**src/sv/bspct_pkg.sv**
```systemverilog
// Shared types and constants for the cubic B-spline tessellator.
// Used by bspct_div and bspline_curve_tessellator_core; no dependencies.
`default_nettype none
package bspct_pkg;
	localparam int MAX_SEGMENTS = 64;
	localparam int SEG_W        = 7;
	localparam int N2_W         = 13;
	localparam int N3_W         = 19;
	localparam int DEN_W        = 22;
	localparam int DIV_W        = DEN_W + 1;
	localparam int CRD_W        = 32;
	localparam int COEF_W       = 36;
	localparam int BN_W         = 43;
	localparam int CN_W         = 49;
	localparam int DN_W         = 55;
	localparam int ACC_W        = 58;
	localparam int NUM_W        = 60;
	localparam logic [SEG_W-1:0] SEG_RESET = SEG_W'(8);
	localparam logic [SEG_W-1:0] SEG_MAX   = SEG_W'(MAX_SEGMENTS);

	typedef enum logic [3:0] {
		ST_IDLE,
		ST_N2,
		ST_N3,
		ST_COEF,
		ST_MUL,
		ST_INIT,
		ST_DIV_START,
		ST_DIV_WAIT,
		ST_EMIT
	} state_t;

	typedef struct packed {
		logic                    start;
		logic signed [NUM_W-1:0] num;
		logic [DEN_W-1:0]        den;
	} div_req_t;

	typedef struct packed {
		logic              busy;
		logic              done;
		logic signed [31:0] res;
	} div_stat_t;
endpackage
`default_nettype wire

```
**src/sv/bspct_div.sv**
```systemverilog
// Bit-serial rounding divider: floor((num) / (2*den)), saturated to 32 bits.
// Depends on bspct_pkg.
`default_nettype none
module bspct_div (
	input  wire logic                 clk,
	input  wire logic                 arst_n,
	input  wire bspct_pkg::div_req_t  req,
	output bspct_pkg::div_stat_t      stat
);
	import bspct_pkg::*;

	logic [NUM_W-1:0] u_q;
	logic [DIV_W-1:0] rem_q;
	logic [DIV_W-1:0] e_q;
	logic [5:0]       cnt_q;
	logic             neg_q;
	logic             busy_q;
	logic             done_q;
	logic [DIV_W-1:0] e_in;
	logic [NUM_W-1:0] num_u;
	logic [DIV_W:0]   trial;
	logic             take;
	logic [31:0]      res;

	assign e_in  = {req.den, 1'b0};
	assign num_u = NUM_W'(req.num);
	assign trial = {rem_q, u_q[NUM_W-1]};
	assign take  = trial >= {1'b0, e_q};

	always_ff @(posedge clk or negedge arst_n) begin
		if (!arst_n) begin
			busy_q <= 1'b0;
			done_q <= 1'b0;
			cnt_q  <= '0;
		end else begin
			done_q <= 1'b0;
			if (req.start) begin
				busy_q <= 1'b1;
				cnt_q  <= '0;
			end else if (busy_q) begin
				cnt_q <= cnt_q + 6'd1;
				if (cnt_q == 6'(NUM_W - 1)) begin
					busy_q <= 1'b0;
					done_q <= 1'b1;
				end
			end
		end
	end

	always_ff @(posedge clk) begin
		if (req.start) begin
			neg_q <= req.num[NUM_W-1];
			e_q   <= e_in;
			rem_q <= '0;
			u_q   <= req.num[NUM_W-1] ? (~num_u + NUM_W'(e_in)) : num_u;
		end else if (busy_q) begin
			rem_q <= take ? DIV_W'(trial - {1'b0, e_q}) : trial[DIV_W-1:0];
			u_q   <= {u_q[NUM_W-2:0], take};
		end
	end

	always_comb begin
		if (!neg_q) begin
			res = (u_q > NUM_W'(32'h7FFF_FFFF)) ? 32'h7FFF_FFFF : u_q[31:0];
		end else begin
			res = (u_q > NUM_W'(33'h0_8000_0000)) ? 32'h8000_0000 : (~u_q[31:0] + 32'd1);
		end
	end

	assign stat.busy = busy_q;
	assign stat.done = done_q;
	assign stat.res  = signed'(res);
endmodule
`default_nettype wire

```
**config.mk**
```make
export PLATFORM = sky130hd
export DESIGN_NAME = bspct_div
export DESIGN_NICKNAME = d
export VERILOG_FILES = /design/src/sv/bspct_pkg.sv /design/src/sv/bspct_div.sv
export SDC_FILE = /design/constraint.sdc
export NUM_CORES = 1
export LEC_CHECK = 0
export BUFFER_PORTS_ARGS = -buffer_cell sky130_fd_sc_hd__buf_2
export CAP_MARGIN = 5
export CORE_MARGIN = 3
export CORE_UTILIZATION = 30
export DETAILED_ROUTE_END_ITERATION = 7
export PLACE_DENSITY = 0.58
export RECOVER_POWER = 50
export SLEW_MARGIN = 20
export SYNTH_ARGS = -nofsm -noshare
export SYNTH_HDL_FRONTEND = slang
export SYNTH_SLANG_ARGS = --single-unit
```
**constraint.sdc**
```tcl
create_clock -name clk -period 3.1 [get_ports clk]
set_clock_uncertainty 0.05 [all_clocks]
set_input_delay 0.31 -clock clk [delete_from_list [all_inputs] [get_ports clk]]
set_output_delay 0.31 -clock clk [all_outputs]
set_load 0.02 [all_outputs]
```
Word-level counts from Yosys, hierarchy flattened
Cells that the tools add are included.
{"block": "totals", "out_inout_bits": 34, "input_bits": 85, "ff_bits": 114, "wordCells": 33}
{"block": "op_classes", "order_cmp": 3, "reduce_logical": 1, "n_mux": 15, "eq_ne": 1, "add_sub_neg": 4, "n_bitwise": 2}
{"cell": "$mux 60", "count": 3}
{"cell": "$mux 32", "count": 3}
{"cell": "$add 60x23->60", "count": 1}
{"cell": "$gt 60x31->1 const B", "count": 1}
{"cell": "$gt 60x32->1 const B", "count": 1}
{"cell": "$not 60->60", "count": 1}
{"cell": "$add 32x1->32 const B", "count": 1}
{"cell": "$not 32->32", "count": 1}
{"cell": "$ge 24x23->1", "count": 1}
{"cell": "$mux 23", "count": 1}
{"cell": "$sub 23x23->23", "count": 1}
{"cell": "$mux 6", "count": 2}
{"cell": "$add 6x1->6 const B", "count": 1}
{"cell": "$eq 6x6->1 const B", "count": 1}
{"cell": "$mux 1", "count": 6}
{"cell": "$reduce_bool 2->1", "count": 1}

Depth between registers and ports, before layout
{"block": "depth", "ltp_word": 4, "mapped_depth": 11, "ltp_nobuf": 10}

Worst setup path after synthesis
No wires, ideal clock.
{"block": "synth_path", "path_type": "reg-to-output", "start": "reg u_q[16]", "end": "out stat[10] (netlist bit)", "t_required_ns": 2.740, "slack_ns": -0.287, "path_stages_with_launch": 9, "path_buffers": 1, "t_arrival_ns": 3.027, "cell_sequence": "edfxtp_1 or4_4 or4_4 o41ai_2 nand2b_1 buf_6 inv_6 nand2_4 o311ai_0"}
{"element": "start: declaration", "line_no": "bspct_div.sv:12", "source": "logic [NUM_W-1:0] u_q;"}
{"element": "start signal: assignment", "line_no": "bspct_div.sv:55", "source": "u_q <= req.num[NUM_W-1] ? (~num_u + NUM_W'(e_in)) : num_u;"}
{"element": "start signal: assignment", "line_no": "bspct_div.sv:58", "source": "u_q <= {u_q[NUM_W-2:0], take};"}
{"element": "end: declaration", "line_no": "bspct_div.sv:8", "source": "output bspct_pkg::div_stat_t stat"}

==> flow_summary.toml <==
[global_routing]
track_usage_pct = 19.39
grt_start_max_net_pins = 61
grt-ovfl-total = 0
antenna_found_initial = 2
grt_pass1_vias = 9419
grt_pass1_wl_microns = 52120

[route]
wl_per_cell_microns = 19.68
detail_route.drc_violations = 0
num_vias = 10040
dr.pass1.iters = 5
vias_per_cell = 5.748
routed_wl_microns = 34390
ant_nets = 0
drt_iter0_drc = 917

[logic_synthesis]
synth-seq-cells = 114
synthTopCellsByCount = "nor2_1, o21ai_0, nand2_1"
ys_seq_area_share_pct = 32.95
yosys_warnings = 0
synth_top_area_share_pct = 26.05
synth_area_leaders = "edfxtp_1, ha_1, dfxtp_1"
synth.most_common_cell = "nor2_1"
synth_edf_count = 83
ys_async_sr_fraction_pct = 7.018
yosysTopAreaCell = "edfxtp_1"
synth_top_flop_cell = "edfxtp_1"
postSynthAreaPerCell_sq_um = 8.305
synth_area_sq_um = 9568
synth_cells = 1152
synth_fp_nets = 1285
synth.distinct_cells = 79

[clock_tree]
cts_root_buffer = "clkbuf_16"
tritoncts = "yes"
cts-htree-levels = 4
clkTransAtPathRegs_ps = 60
cts_max_path_buffers = 2
clk-insertion-delay-late_ps = 430
clock-sinks = 114
cts_buffers = 17

[placed_design]
dp_hpwl_microns = 24960
dp_cells = 1699
place.gp.congestion = 0.8920
place_area_sq_um = 11240
port_buffers = 118
place_ws_ps = -184.1

[setup_path]
arrival_ps = 3250
crit_fanout = 2
worstPathRequired_ps = 2740
timing.rr.end = "rem_q[4]$_SDFFE_PP0P_"
critPathLaunchType = "flop"
worstSetupEndpointType = "primary output"
worst-r2r-setup-slack_ps = 420
r2r_start = "e_q[15]$_DFFE_PP_"
r2r_cells = 10
crit_type = "reg -> out"

[final_layout]
syn_to_final_growth_pct = 33.15
fin_cells = 1747
nets = 1470
final_cell_area_sq_um = 12740
drive_gt1_share_pct = 24.00

[floorplanning]
initial_utilization_pct = 30.87
die_y_microns = 184.6
ios = 119
die-area_sq_um = 34070
rows = 64
core_sq_um = 30990
die_w_microns = 184.6

[sta]
finalMaxSlewViolations = 31
finalCriticalPeriod_ps = 3610
period_share_pct = 116.4
slew_headroom_pct = -15.78
hold_viol = 0
worst_slack_ps = -509.9
grt_setup_unrepaired = "yes"
fmax_mhz = 277.0
setup_viol = 40
worstMarginPinSlew_ps = 1737

[pwr]
p_leak_nw = 5.126
ir_drop_mv = 0.4033
power_density_nw_per_um2 = 429.7

[hold_path]
whs_path_depth = 1
holdPathEnd = "e_q[17]$_DFFE_PP_"
hold_class = "in -> reg"
hold_start = "req[16]"

[flow_run]
drv_cap = 1

[status]
run_status = "finished with violations"
violations = "capacitance limit, slew limit, setup timing"
==> flip-flops by register name (all words and copies together), names as in the netlist <==
| signal | count |
|---|---|
| neg_q | 1 |
| u_q | 60 |
| busy_q | 1 |
| done_q | 1 |
| e_q | 22 |
| rem_q | 23 |
| cnt_q | 6 |
==> what timing repair did <==
item | CTS | global route
endpoints found under the hold margin | 8 | 0
hold buffers | 1 | 0
setup buffers | 7 | 2
endpoints found under the setup margin | 32 | 32
cloned | 2 | 3
pin swaps | 17 | 29
resized for setup | 71 | 95
==> cells in the final DEF (no fill, tap or decap), types with 34 or more instances in the layout <==
cell type / instances
nor2_1: 112
buf_4: 105
edfxtp_1: 83
nand2_1: 81
o21ai_0: 73
inv_1: 72
a21oi_1: 63
buf_2: 61
ha_1: 46
a31oi_1: 34
==> layer usage <==
layer  GRT usage [%]  up-vias  routed length [microns]
met1           26.98     4855                    15340
met3           3.039       44                     2213
met5               0        -                       13
met2           31.13      355                    16120
li1                -     4786                        -
met4           5.715        2                      708
==> worst max-delay path by stage <==
stage          endpoint         startpoint  slack, ps
2_1_floorplan  stat[13]  u_q[16]$_DFFE_PP_       -170
3_3_place_gp   stat[13]  u_q[17]$_DFFE_PP_       -140
3_5_place_dp    stat[3]  u_q[17]$_DFFE_PP_       -180
4_1_cts        stat[31]  u_q[16]$_DFFE_PP_       -490
5_1_grt        stat[29]  u_q[16]$_DFFE_PP_       -590
6_report       stat[31]  u_q[17]$_DFFE_PP_       -510
==> critical path: stages (launching register included) <==
cell and delay, ps:
edfxtp_1 400, or4_4 550, or4_4 540, buf_6 140
or3_4 360, or4b_4 480, o211a_1 220, buf_6 130
==> cells by family after synthesis <==
| kind of cell | count (synthesis) | synth area share [%] |
|---|---|---|
| flip-flops | 114 | 32.95 |
| XOR/XNOR | 42 | 3.845 |
| AND/OR/NAND/NOR | 410 | 21.62 |
| buffers and inverters | 143 | 6.081 |
| adder cells (fa/ha/maj) | 48 | 6.434 |
| AO/OA/AOI/OAI | 368 | 26.21 |
| multiplexers | 27 | 2.864 |
==> through the flow <==
stage / power [mW] / setup TNS (ps) / utilization (%) / hold WS (ps)
2_1_floorplan: 2.655 / -1582 / - / -35.59
3_3_place_gp: 3.210 / -1606 / 36.26 / 112.3
3_5_place_dp: 3.225 / -3014 / 36.26 / 117.1
4_1_cts: 5.381 / -12100 / 39.55 / 48.53
5_1_grt: 5.706 / -19450 / 41.11 / 115.7
6_report: 5.475 / -13380 / 41.11 / 113.6
==> power breakdown <==
group / internal (mW) / total, mW / switching (mW)
clock: 1.27 / 2.07 / 0.798
sequential: 1.80 / 1.90 / 0.103
combinational: 0.630 / 1.50 / 0.873
==> cell type report <==
class / instances / area [sq um]
Antenna cell: 1 / 2.502
Clock buffer: 17 / 425.4
Clock inverter: 15 / 182.7
Fill cell: 3057 / 18250
Inverter: 74 / 290.3
Multi-Input combinational cell: 898 / 6516
Sequential cell: 114 / 3153
Tap cell: 396 / 495.5
Timing Repair Buffer: 232 / 1674
Note: power is estimated with default switching activity, not from simulation.
